[config.mk]
export PLATFORM = sky130hd
export DESIGN_NAME = infix_to_prefix_converter_unit
export DESIGN_NICKNAME = d
export VERILOG_FILES = /design/src/hdl/itp_pkg.sv /design/src/hdl/infix_to_prefix_converter_unit.sv /design/src/hdl/itp_ctrl.sv /design/src/hdl/itp_dpath.sv
export SDC_FILE = /design/constraint.sdc
export NUM_CORES = 2
export LEC_CHECK = 0
export BUFFER_PORTS_ARGS = -buffer_cell sky130_fd_sc_hd__clkbuf_2
export CORE_MARGIN = 2
export CORE_UTILIZATION = 57
export CTS_CLUSTER_SIZE = 28
export DETAILED_ROUTE_END_ITERATION = 10
export HOLD_SLACK_MARGIN = 0.12
export PLACE_DENSITY = 0.8
export SLEW_MARGIN = 25
export SYNTH_ARGS = -nofsm -noshare
export SYNTH_HDL_FRONTEND = slang
export SYNTH_SLANG_ARGS = --single-unit
[constraint.sdc]
create_clock -name i_clk -period 6.5 [get_ports i_clk]
set_clock_uncertainty 0.2 [all_clocks]
set_input_delay 1.3 -clock i_clk [delete_from_list [all_inputs] [get_ports i_clk]]
set_output_delay 1.3 -clock i_clk [all_outputs]
set_load 0.01 [all_outputs]
[src/hdl/itp_pkg.sv]
// Shared types, character codes and helper functions for the infix to prefix converter.
package itp_pkg;

    // Default buffer and stack depth
    localparam int C_MAX_LEN = 64;

    // Character codes
    localparam logic [7:0] C_CARET  = 8'h5E; // '^'
    localparam logic [7:0] C_SLASH  = 8'h2F; // '/'
    localparam logic [7:0] C_STAR   = 8'h2A; // '*'
    localparam logic [7:0] C_PLUS   = 8'h2B; // '+'
    localparam logic [7:0] C_MINUS  = 8'h2D; // '-'
    localparam logic [7:0] C_LPAREN = 8'h28; // '('
    localparam logic [7:0] C_RPAREN = 8'h29; // ')'
    localparam logic [7:0] C_LOW_A  = 8'h61; // 'a'
    localparam logic [7:0] C_LOW_Z  = 8'h7A; // 'z'
    localparam logic [7:0] C_UP_A   = 8'h41; // 'A'
    localparam logic [7:0] C_UP_Z   = 8'h5A; // 'Z'

    // Input item
    typedef struct packed {
        logic [7:0] char_in;
        logic       last_in;
    } t_in_item;

    // Result item
    typedef struct packed {
        logic [7:0] char_out;
        logic       last_out;
        logic       is_empty;
        logic       overflowed;
    } t_out_item;

    // Commands from the controller to the datapath
    typedef struct packed {
        logic load;       // store the input item character
        logic fetch;      // read the next character of the backward scan
        logic emit_ch;    // append the scanned character to the output buffer
        logic emit_top;   // append the stack top to the output buffer
        logic push;       // push the scanned character
        logic pop;        // drop the stack top
        logic adv;        // step the scan index back by one
        logic out_first;  // read the last output buffer entry
        logic out_step;   // present one result, read the entry before it
        logic out_empty;  // present the empty result
        logic finish;     // clear the overflow flag
    } t_cmd;

    // Status from the datapath to the controller
    typedef struct packed {
        logic is_letter;
        logic is_lparen;
        logic is_rparen;
        logic pops;        // stack top must be popped before the scanned operator
        logic depth_zero;
        logic top_rparen;
        logic idx_one;     // scan index is on the first character
        logic ocnt_zero;
        logic ocnt_one;
    } t_stat;

    // Operator precedence, -1 for anything that is not an operator
    function automatic logic signed [2:0] op_rank(input logic [7:0] ch);
        logic signed [2:0] r;
        r = -3'sd1;
        if (ch == C_CARET) begin
            r = 3'sd3;
        end else if (ch == C_STAR || ch == C_SLASH) begin
            r = 3'sd2;
        end else if (ch == C_PLUS || ch == C_MINUS) begin
            r = 3'sd1;
        end
        return r;
    endfunction

    // Letter test over both cases
    function automatic logic is_letter(input logic [7:0] ch);
        return (ch >= C_LOW_A && ch <= C_LOW_Z) || (ch >= C_UP_A && ch <= C_UP_Z);
    endfunction

endpackage

[src/hdl/infix_to_prefix_converter_unit.sv]
// Top level of the infix to prefix converter: controller, datapath and checks.
//
// Characters of an infix expression are taken one per cycle while busy is low; a
// character marked last starts the conversion and raises busy. The buffer is scanned
// from the end, each character being read, evaluated and its index stepped, with an
// extra evaluation for every operator the scan pops to the output, all bound by the
// single read port of the input buffer and stack memories; the stack is then flushed at
// one operator a cycle. Once the output buffer is opened, the prefix form comes out at
// one result per cycle with o_valid high for exactly one cycle each, the last one
// flagged; an empty result gives a single item with is_empty set. The receiver cannot
// stall, so every strobe must be taken. The final strobe comes in the first cycle after
// busy falls. Buffers and stack hold MAX_LEN entries; characters beyond that are
// dropped and every result of that expression carries the overflowed flag.
module infix_to_prefix_converter_unit import itp_pkg::*; #(
    parameter int MAX_LEN = C_MAX_LEN
) (
    input  logic      i_clk,
    input  logic      i_rst_n,
    input  logic      start,
    input  t_in_item  i_item,
    output logic      busy,
    output logic      o_valid,
    output t_out_item o_item
);

    t_cmd  w_cmd;
    t_stat w_stat;

    // Sequence the scan, flush and read-out
    itp_ctrl u_ctrl (
        .i_clk   (i_clk),
        .i_rst_n (i_rst_n),
        .start   (start),
        .i_last  (i_item.last_in),
        .i_stat  (w_stat),
        .o_cmd   (w_cmd),
        .busy    (busy)
    );

    // Hold the buffers, stack and result register
    itp_dpath #(
        .MAX_LEN (MAX_LEN)
    ) u_dpath (
        .i_clk   (i_clk),
        .i_rst_n (i_rst_n),
        .i_item  (i_item),
        .i_cmd   (w_cmd),
        .o_stat  (w_stat),
        .o_valid (o_valid),
        .o_item  (o_item)
    );

    // Busy only ever rises after a last character was taken
    a_busy_cause: assert property (@(posedge i_clk) disable iff (!i_rst_n)
        $rose(busy) |-> $past(start && i_item.last_in))
        else $error("busy rose without a last item");

    // A result strobe follows a busy cycle
    a_valid_busy: assert property (@(posedge i_clk) disable iff (!i_rst_n)
        o_valid |-> $past(busy))
        else $error("result strobe outside a conversion");

    // An empty result is the only and final result
    a_empty_last: assert property (@(posedge i_clk) disable iff (!i_rst_n)
        (o_valid && o_item.is_empty) |-> o_item.last_out)
        else $error("empty result not marked last");

    // Nothing follows the final result
    a_last_quiet: assert property (@(posedge i_clk) disable iff (!i_rst_n)
        (o_valid && o_item.last_out) |=> !o_valid)
        else $error("result strobe after the final result");

endmodule

[src/hdl/itp_ctrl.sv]
// Controller state machine for the infix to prefix converter.
module itp_ctrl import itp_pkg::*; (
    input  logic  i_clk,
    input  logic  i_rst_n,
    input  logic  start,
    input  logic  i_last,
    input  t_stat i_stat,
    output t_cmd  o_cmd,
    output logic  busy
);

    typedef enum logic [2:0] {
        S_IDLE,
        S_FETCH,
        S_EVAL,
        S_ADV,
        S_FLUSH,
        S_OUT
    } t_state;

    t_state r_state, n_state;
    logic   r_busy;

    // Decode state and status into commands
    always_comb begin
        n_state = r_state;
        o_cmd   = '0;
        unique case (r_state)
            S_IDLE: begin
                if (start) begin
                    o_cmd.load = 1'b1;
                    if (i_last) begin
                        n_state = S_FETCH;
                    end
                end
            end
            S_FETCH: begin
                o_cmd.fetch = 1'b1;
                n_state     = S_EVAL;
            end
            S_EVAL: begin
                priority if (i_stat.is_letter) begin
                    o_cmd.emit_ch = 1'b1;
                    n_state       = S_ADV;
                end else if (i_stat.is_rparen) begin
                    o_cmd.push = 1'b1;
                    n_state    = S_ADV;
                end else if (i_stat.is_lparen) begin
                    priority if (!i_stat.depth_zero && !i_stat.top_rparen) begin
                        o_cmd.emit_top = 1'b1;
                        o_cmd.pop      = 1'b1;
                    end else if (!i_stat.depth_zero) begin
                        o_cmd.pop = 1'b1;
                        n_state   = S_ADV;
                    end else begin
                        n_state = S_ADV;
                    end
                end else begin
                    if (i_stat.pops) begin
                        o_cmd.emit_top = 1'b1;
                        o_cmd.pop      = 1'b1;
                    end else begin
                        o_cmd.push = 1'b1;
                        n_state    = S_ADV;
                    end
                end
            end
            S_ADV: begin
                o_cmd.adv = 1'b1;
                n_state   = i_stat.idx_one ? S_FLUSH : S_FETCH;
            end
            S_FLUSH: begin
                priority if (!i_stat.depth_zero) begin
                    o_cmd.emit_top = 1'b1;
                    o_cmd.pop      = 1'b1;
                end else if (i_stat.ocnt_zero) begin
                    o_cmd.out_empty = 1'b1;
                    o_cmd.finish    = 1'b1;
                    n_state         = S_IDLE;
                end else begin
                    o_cmd.out_first = 1'b1;
                    n_state         = S_OUT;
                end
            end
            S_OUT: begin
                o_cmd.out_step = 1'b1;
                if (i_stat.ocnt_one) begin
                    o_cmd.finish = 1'b1;
                    n_state      = S_IDLE;
                end
            end
            default: begin
                n_state = S_IDLE;
            end
        endcase
    end

    // Hold state and the busy flag
    always_ff @(posedge i_clk) begin
        if (!i_rst_n) begin
            r_state <= S_IDLE;
            r_busy  <= 1'b0;
        end else begin
            r_state <= n_state;
            r_busy  <= (n_state != S_IDLE);
        end
    end

    assign busy = r_busy;

endmodule

[src/hdl/itp_dpath.sv]
// Datapath of the infix to prefix converter: buffers, operator stack, counters, result register.
module itp_dpath import itp_pkg::*; #(
    parameter int MAX_LEN = C_MAX_LEN
) (
    input  logic      i_clk,
    input  logic      i_rst_n,
    input  t_in_item  i_item,
    input  t_cmd      i_cmd,
    output t_stat     o_stat,
    output logic      o_valid,
    output t_out_item o_item
);

    localparam int AW = (MAX_LEN > 1) ? $clog2(MAX_LEN) : 1;
    localparam int CW = $clog2(MAX_LEN + 1);

    logic [7:0]    r_ibuf [MAX_LEN];
    logic [7:0]    r_stack [MAX_LEN];
    logic [7:0]    r_obuf [MAX_LEN];

    logic [CW-1:0] r_icnt;
    logic [CW-1:0] r_depth;
    logic [CW-1:0] r_ocnt;
    logic          r_ovf;
    logic [7:0]    r_ch;
    logic [7:0]    r_top;
    logic [7:0]    r_obuf_q;
    logic          r_res_vld;
    t_out_item     r_res;

    logic [CW-1:0]     w_iaddr_rd;
    logic [CW-1:0]     w_saddr_rd;
    logic [CW-1:0]     w_oaddr_rd;
    logic [7:0]        w_emit_data;
    logic              w_emit;
    logic              w_icnt_room;
    logic              w_depth_room;
    logic              w_ocnt_room;
    logic signed [2:0] w_rank_ch;
    logic signed [2:0] w_rank_top;

    // Address and room arithmetic
    assign w_iaddr_rd   = r_icnt - CW'(1);
    assign w_saddr_rd   = r_depth - CW'(2);
    assign w_oaddr_rd   = i_cmd.out_first ? (r_ocnt - CW'(1)) : (r_ocnt - CW'(2));
    assign w_icnt_room  = (r_icnt < CW'(MAX_LEN));
    assign w_depth_room = (r_depth < CW'(MAX_LEN));
    assign w_ocnt_room  = (r_ocnt < CW'(MAX_LEN));
    assign w_emit       = i_cmd.emit_ch | i_cmd.emit_top;
    assign w_emit_data  = i_cmd.emit_top ? r_top : r_ch;

    // Classify the scanned character against the stack top
    assign w_rank_ch  = op_rank(r_ch);
    assign w_rank_top = op_rank(r_top);

    always_comb begin
        o_stat            = '0;
        o_stat.is_letter  = is_letter(r_ch);
        o_stat.is_lparen  = (r_ch == C_LPAREN);
        o_stat.is_rparen  = (r_ch == C_RPAREN);
        o_stat.depth_zero = (r_depth == '0);
        o_stat.top_rparen = (r_top == C_RPAREN);
        o_stat.idx_one    = (r_icnt == CW'(1));
        o_stat.ocnt_zero  = (r_ocnt == '0);
        o_stat.ocnt_one   = (r_ocnt == CW'(1));
        if (r_ch == C_CARET) begin
            o_stat.pops = (r_depth != '0) && (w_rank_top >= w_rank_ch);
        end else begin
            o_stat.pops = (r_depth != '0) && (w_rank_top > w_rank_ch);
        end
    end

    // Input buffer: store on load, read backward during the scan
    always_ff @(posedge i_clk) begin
        if (i_cmd.load && w_icnt_room) begin
            r_ibuf[r_icnt[AW-1:0]] <= i_item.char_in;
        end
        if (i_cmd.fetch) begin
            r_ch <= r_ibuf[w_iaddr_rd[AW-1:0]];
        end
    end

    // Operator stack: the top is kept in a register, reloaded from memory on pop
    always_ff @(posedge i_clk) begin
        if (i_cmd.push && w_depth_room) begin
            r_stack[r_depth[AW-1:0]] <= r_ch;
            r_top                    <= r_ch;
        end else if (i_cmd.pop) begin
            r_top <= r_stack[w_saddr_rd[AW-1:0]];
        end
    end

    // Output buffer: append during the scan, read back in reverse
    always_ff @(posedge i_clk) begin
        if (w_emit && w_ocnt_room) begin
            r_obuf[r_ocnt[AW-1:0]] <= w_emit_data;
        end
        if (i_cmd.out_first || i_cmd.out_step) begin
            r_obuf_q <= r_obuf[w_oaddr_rd[AW-1:0]];
        end
    end

    // Counters and overflow flag
    always_ff @(posedge i_clk) begin
        if (!i_rst_n) begin
            r_icnt  <= '0;
            r_depth <= '0;
            r_ocnt  <= '0;
            r_ovf   <= 1'b0;
        end else begin
            if (i_cmd.load) begin
                if (w_icnt_room) begin
                    r_icnt <= r_icnt + CW'(1);
                end else begin
                    r_ovf <= 1'b1;
                end
            end else if (i_cmd.adv) begin
                r_icnt <= r_icnt - CW'(1);
            end
            if (i_cmd.push && w_depth_room) begin
                r_depth <= r_depth + CW'(1);
            end else if (i_cmd.pop) begin
                r_depth <= r_depth - CW'(1);
            end
            if (w_emit && w_ocnt_room) begin
                r_ocnt <= r_ocnt + CW'(1);
            end else if (i_cmd.out_step) begin
                r_ocnt <= r_ocnt - CW'(1);
            end
            if (i_cmd.finish) begin
                r_ovf <= 1'b0;
            end
        end
    end

    // Result strobe
    always_ff @(posedge i_clk) begin
        if (!i_rst_n) begin
            r_res_vld <= 1'b0;
        end else begin
            r_res_vld <= i_cmd.out_step | i_cmd.out_empty;
        end
    end

    // Result payload
    always_ff @(posedge i_clk) begin
        if (i_cmd.out_step) begin
            r_res.char_out   <= r_obuf_q;
            r_res.last_out   <= (r_ocnt == CW'(1));
            r_res.is_empty   <= 1'b0;
            r_res.overflowed <= r_ovf;
        end else if (i_cmd.out_empty) begin
            r_res.char_out   <= '0;
            r_res.last_out   <= 1'b1;
            r_res.is_empty   <= 1'b1;
            r_res.overflowed <= r_ovf;
        end
    end

    assign o_valid = r_res_vld;
    assign o_item  = r_res;

endmodule
# ---- Word-level counts from Yosys, hierarchy flattened
# Memories as Yosys holds them, arrays and structs flattened. A register that Yosys moved wholly into a read port is not among the register bits.
# Cells that the tools add are included.
# Widths: inputs -> output; s select.
dict set report word_totals {
  ff_bits 46
  ramBits 1536
  wordCells 153
  memories 3
}
# memory words width read_ports rd_clocked_by_memory_dff write_ports line
set memory_table {}
lappend memory_table {u_dpath.r_ibuf 64 8 1 1 1 itp_dpath.sv:17} ;# logic [7:0] r_ibuf [MAX_LEN];
lappend memory_table {u_dpath.r_obuf 64 8 1 1 1 itp_dpath.sv:19} ;# logic [7:0] r_obuf [MAX_LEN];
lappend memory_table {u_dpath.r_stack 64 8 1 0 1 itp_dpath.sv:18} ;# logic [7:0] r_stack [MAX_LEN];
dict set report classes {
  n_addsub 8
  order_cmp 9
  n_eq_ne 21
  mux 68
  bitwise 4
  n_reduce_logical 28
}
# cell count
set ops {}
lappend ops {{$eq 8x6->1 const B} 11}
lappend ops {{$mux 3} 18}
lappend ops {{$mux 7} 7}
lappend ops {{$mux 1} 31}
lappend ops {{$mux 8} 3}
lappend ops {{$mux 11} 2}
lappend ops {{$add 7x1->7 const B} 3}
lappend ops {{$lt 7x7->1 const B} 3}
lappend ops {{$sub 7x1->7 const B} 3}
lappend ops {{$pmux 3 s6} 1}
lappend ops {{$eq 8x7->1 const B} 2}
lappend ops {{$ge 8x7->1 const B} 2}
lappend ops {{$le 8x7->1 const B} 2}
lappend ops {{$eq 7x1->1 const B} 2}
lappend ops {{$logic_not 7->1} 2}
lappend ops {{$sub 6x2->6 const B} 2}
lappend ops {{$logic_and 1x1->1} 8}
lappend ops {{$reduce_bool 2->1} 4}
lappend ops {{$reduce_bool 7->1} 1}
lappend ops {{$eq 3x2->1 const B} 2}
lappend ops {{$eq 3x3->1 const B} 2}
lappend ops {{$logic_or 1x1->1} 6}
lappend ops {{$mux 6} 1}
lappend ops {{$pmux 1 s2} 3}
lappend ops {{12 further kinds} 17}

# ---- Logic depth before layout (Yosys ltp)
dict set report logic_depth {
  ltp_word 17
  ltp_mapped 24
}

# ---- By module
# A second synthesis with hierarchy kept.
dict set report unflattened {
  cells_unflattened 3560
  hier_area_um2 66088.4
}
# module instances cells_each area_each_um2
set modules_own_cells {}
lappend modules_own_cells {itp_dpath 1 3509 65696.8}
lappend modules_own_cells {itp_ctrl 1 51 391.6}

# ---- Worst setup path before layout
# No wires, ideal clock.
dict set report synth_path {
  path_type {reg2reg}
  from {register u_dpath.r_ch[3] (read register of u_dpath.r_ibuf)}
  to {memory u_dpath.r_obuf[0][0] (data pin)}
  setup_time_ns 0.703
  t_arrival_ns 5.738
  t_required_ns 5.597
  setup_slack_ns -0.141
  path_stages_with_launch 12
  path_cell_list {edfxtp_1 -> and4b_1 -> clkbuf_1 -> nand3_1 -> ha_1 -> nand2b_1 -> a2111oi_0 -> a2111oi_0 -> and2_1 -> nor2b_1 -> o21ai_1 -> o21ai_0}
}
dict set report synth_via {
  elab_chain_len 14
}
# element line
set synth_lines {}
lappend synth_lines {{from (decl)} itp_dpath.sv:25} ;# logic [7:0] r_ch;
lappend synth_lines {{$eq 8x6->1} itp_pkg.sv:70} ;# end else if (ch == C_PLUS || ch == C_MINUS) begin
lappend synth_lines {{$logic_or 1x1->1} itp_pkg.sv:70}
lappend synth_lines {{$mux 3} itp_pkg.sv:70}
lappend synth_lines {{$mux 3} itp_pkg.sv:68} ;# end else if (ch == C_STAR || ch == C_SLASH) begin
lappend synth_lines {{$mux 3} itp_pkg.sv:66} ;# if (ch == C_CARET) begin
lappend synth_lines {{$gt 3x3->1 / $ge 3x3->1 (equally long branches)} {itp_dpath.sv:69, itp_dpath.sv:67}}
lappend synth_lines {{$logic_and 1x1->1, on equally long branches} {itp_dpath.sv:69, itp_dpath.sv:67}}
lappend synth_lines {{$mux 1} itp_dpath.sv:66} ;# if (r_ch == C_CARET) begin
lappend synth_lines {{$mux 1} itp_ctrl.sv:59} ;# if (i_stat.pops) begin
lappend synth_lines {{$mux 1} itp_ctrl.sv:48} ;# end else if (i_stat.is_lparen) begin
lappend synth_lines {{$mux 1} itp_ctrl.sv:45} ;# end else if (i_stat.is_rparen) begin
lappend synth_lines {{$mux 3 (*)} itp_ctrl.sv:42} ;# priority if (i_stat.is_letter) begin
lappend synth_lines {{$pmux 1 s2 (*)} itp_ctrl.sv:28} ;# unique case (r_state)
lappend synth_lines {{$mux 8 (*)} itp_dpath.sv:50} ;# assign w_emit_data = i_cmd.emit_top ? r_top : r_ch;
lappend synth_lines {{net u_dpath.w_emit_data[0]} itp_dpath.sv:34} ;# logic [7:0] w_emit_data;
lappend synth_lines {{to (decl)} itp_dpath.sv:19}
# Mark *: on every way through the listed nets, which the timed path passes. The rest lies on a longest branch.

# ---- Worst setup path in the final report
dict set report layout_path {
  from {register u_dpath.r_ch[5] (read register of u_dpath.r_ibuf)}
  to {memory u_dpath.r_obuf[44][4] (enable)}
}
dict set report layout_via {
  elab_chain_len 17
}
# element line
set layout_lines {}
lappend layout_lines {{$eq 8x6->1} itp_pkg.sv:70}
lappend layout_lines {{$logic_or 1x1->1} itp_pkg.sv:70}
lappend layout_lines {{$mux 3} itp_pkg.sv:70}
lappend layout_lines {{$mux 3} itp_pkg.sv:68}
lappend layout_lines {{$mux 3} itp_pkg.sv:66}
lappend layout_lines {{$gt 3x3->1 / $ge 3x3->1 (equally long branches)} {itp_dpath.sv:69, itp_dpath.sv:67}}
lappend layout_lines {{$logic_and 1x1->1, on equally long branches} {itp_dpath.sv:69, itp_dpath.sv:67}}
lappend layout_lines {{$mux 1} itp_dpath.sv:66}
lappend layout_lines {{$mux 1} itp_ctrl.sv:59}
lappend layout_lines {{$mux 1} itp_ctrl.sv:48}
lappend layout_lines {{$mux 1} itp_ctrl.sv:45}
lappend layout_lines {{$mux 3} itp_ctrl.sv:42}
lappend layout_lines {{$pmux 1 s2} itp_ctrl.sv:28}
lappend layout_lines {{$or 1x1->1 (*)} itp_dpath.sv:49} ;# assign w_emit = i_cmd.emit_ch | i_cmd.emit_top;
lappend layout_lines {{$logic_and 1x1->1 (*)} itp_dpath.sv:95} ;# if (w_emit && w_ocnt_room) begin
lappend layout_lines {{$mux 1 (*)} itp_dpath.sv:95}
lappend layout_lines {{$mux 1 (not written as such) (*)} itp_dpath.sv:96} ;# r_obuf[r_ocnt[AW-1:0]] <= w_emit_data;
# Every way passes the cells marked *; elsewhere a longest branch is shown, timed or not.

==> flow_summary.ini <==
[die]
pin_count = 25
core-area_mm2 = 0.116
chipHeight_um = 346
die_w_um = 346
start_util_pct = 57.4
rows = 125
die_area_mm2 = 0.120

[placed_design]
dp_cells = 5077
gp_routability_congestion = 0.952
io_buffers = 24
dp_hpwl_mm = 96.5

[timing]
finalCritPeriodShare_pct = 85.5
rsz0062_at_grt = false
setup_viol_count_final = 0
max_freq_mhz = 180
slew_headroom_pct = 28.2
slew_viol_final = 0
finalHoldViolCount = 0
tns_ps = 0
finalCriticalPeriod_ps = 5560
worstMarginPinSlew_ps = 1070

[synthesis]
yosysSeqAreaShare_pct = 71.6
syn_area_per_cell_um2 = 18.1
syn-num-nets = 3726
ys_async_sr_fraction_pct = 0
synth_edf_count = 1570
synth.top_cells.by_area = edfxtp_1 (71%), mux4_2 (12%), mux2i_1 (2.6%), nor2_1 (1.6%), o221ai_1 (0.89%)
ys.flop_type = edfxtp_1
synth.cell_area_mm2 = 0.0666
synth_warnings = 0
ys_ff_latch = 1598
synth_most_common_cell = edfxtp_1
synthTopCellsByCount = edfxtp_1 (1570), mux4_2 (366), nor2_1 (283)
yosysUniqueCellTypes = 77
synthCells = 3689
yosys.area.top_type = edfxtp_1
synth_top_area_share_pct = 70.8

[cells_and_area]
area_growth_pct = 10.2
instances_no_fill = 5355
drive_gt1_share_pct = 20.4
num-nets-final = 3745
fillerInstances = 7599
final_core_util_pct = 63.3

[global_route]
first_global_vias = 36700
grt_max_degree = 110
antenna_found_initial = 11
gr-total-overflow = 0
grt_pass1_wl_mm = 245
grt.total_usage_pct = 27.4

[power_and_ir_drop]
p_leak_nw = 22.1
power.total_mw = 25.0
ir_worst_vdd_mv = 0.333
cellPowerDensity_mw_per_mm2 = 341

[critical_path]
startpoint_type = flop
worst_setup_path_end_kind = flop
worst_ep_arrival_time_ps = 5750
worstPathRequired_ps = 6690
crit_fanout = 24
worstSetupPathType = flop to flop

[clock_tree]
postCtsHoldBufs = 0
post_cts_buffers = 0
cts.reportedPaths.clkPinSlew_ps = 60
cts_buffers = 153
postCtsResizedCells = 0
cts.sinks = 1598
clk_latency_ps = 790
cts_tree = built
cts_root_buffer = clkbuf_16
clockBufferDepth = 3
cts_max_level = 4

[min_path]
min_path_type = flop to flop

[routing]
vias = 37600
drc_errors = 0
drt_first_pass_iters = 6
routed_wl_mm = 165
routed_via_density = 7.03
ant_nets = 0
drt-wirelength-per-cell_um = 30.7
drt_iter0_markers = 5991

[run_status]
status = completed

[run]
cap_violations = 0
## routing by layer
layer  part of all wire (%)  global-route usage (%)  wire [um]  up-vias
met2                     47                    42.4      77700     2787
li1                       -                       -          -    15200
met3                     12                    6.12      19400      429
met1                     38                    39.3      61800    19200
met5                  0.047                       0         77        -
met4                    3.4                    9.15       5530       12
## worst paths after layout
| kind | startpoint | to | slack [ps] | depth (start not counted) |
|---|---|---|---|---|
| hold / removal | u_dpath.r_ovf | u_dpath.r_ovf | 420 | 2 |
| setup reg to reg | u_dpath.r_ch[5] | u_dpath.r_obuf[44][4] | 940 | 14 |
| hold reg to reg | u_dpath.r_ovf | u_dpath.r_ovf | 420 | 2 |
| setup / recovery | u_dpath.r_ch[5] | u_dpath.r_obuf[44][4] | 940 | 14 |
## worst max-delay path, cell delays in order, from the launching register on
cell and delay (ps):
edfxtp_1 350, buf_4 300, and4b_1 390, nand2_1 110, nand2_1 100, nand2_1 50, o21ai_0 120, ha_1 270
nand3_1 90, a31oi_1 40, a2111oi_0 700, and2_1 310, o21a_1 450, nand3_1 710, nor2_1 980
## flip-flops by register name, indices dropped and copies added (netlist names)
name / cells
u_dpath.r_ibuf: 512
u_dpath.o_valid: 1
u_dpath.r_ocnt: 7
u_dpath.r_ch: 8
u_ctrl.busy: 1
u_dpath.r_obuf_q: 8
u_dpath.r_icnt: 7
u_dpath.r_top: 8
u_dpath.r_stack: 512
u_ctrl.r_state: 3
u_dpath.r_ovf: 1
u_dpath.r_depth: 7
u_dpath.o_item: 11
u_dpath.r_obuf: 512
## cell usage in the layout, fill, tap and decap left out, types with 48 or more instances in the layout
| cell | instances |
|---|---|
| o22ai_1 | 80 |
| a211oi_1 | 56 |
| o211ai_1 | 57 |
| clkbuf_16 | 157 |
| mux2i_1 | 172 |
| a21oi_1 | 89 |
| buf_4 | 77 |
| nor3_1 | 48 |
| o221ai_1 | 68 |
| mux4_2 | 366 |
| nand2_1 | 125 |
| edfxtp_1 | 1570 |
| nor2_1 | 283 |
## power by group
group | switching (mW) | leakage (nW) | internal [mW] | total [mW]
clock | 3.88 | 2.34 | 4.86 | 8.74
sequential | 0.139 | 14.3 | 11.9 | 12.1
combinational | 2.55 | 5.45 | 1.67 | 4.22
## cell type report
class | count | area, um2 | area share [%]
timing repair buffer | 110 | 861 | 1.17
clock buffer | 198 | 4110 | 5.60
multi-input combinational | 1821 | 18000 | 24.5
inverter | 24 | 90.1 | 0.123
sequential | 1598 | 47700 | 65.0
clock inverter | 77 | 733 | 0.999
antenna | 3 | 7.51 | 0.0102
tap | 1524 | 1910 | 2.60
## stage by stage
| step | setup slack, ps | hold slack (ps) | cell area [um2] |
|---|---|---|---|
| 2_1_floorplan | 962 | 288 | 66600 |
| 3_3_place_gp | 1230 | 384 | 68500 |
| 3_5_place_dp | 1140 | 383 | 68500 |
| 4_1_cts | 1030 | 402 | 73400 |
| 5_1_grt | 586 | 464 | 73400 |
| 6_report | 940 | 417 | 73400 |
## logic make-up (layout without fill, tap and decap cells)
family | Yosys count | after routing | synth area share [%]
DFF | 1598 | 1598 | 71.6
xor gates and xnor gates | 27 | 27 | 0.366
AOI/OAI and AO/OA | 506 | 506 | 5.36
adders and majority gates | 25 | 25 | 0.481
and+or+nand+nor | 678 | 678 | 4.81
muxes | 585 | 585 | 15.8
buffers and inverters | 270 | 409 | 1.60
other | 0 | 3 | 0
Note: power is estimated with default switching activity, not from simulation.
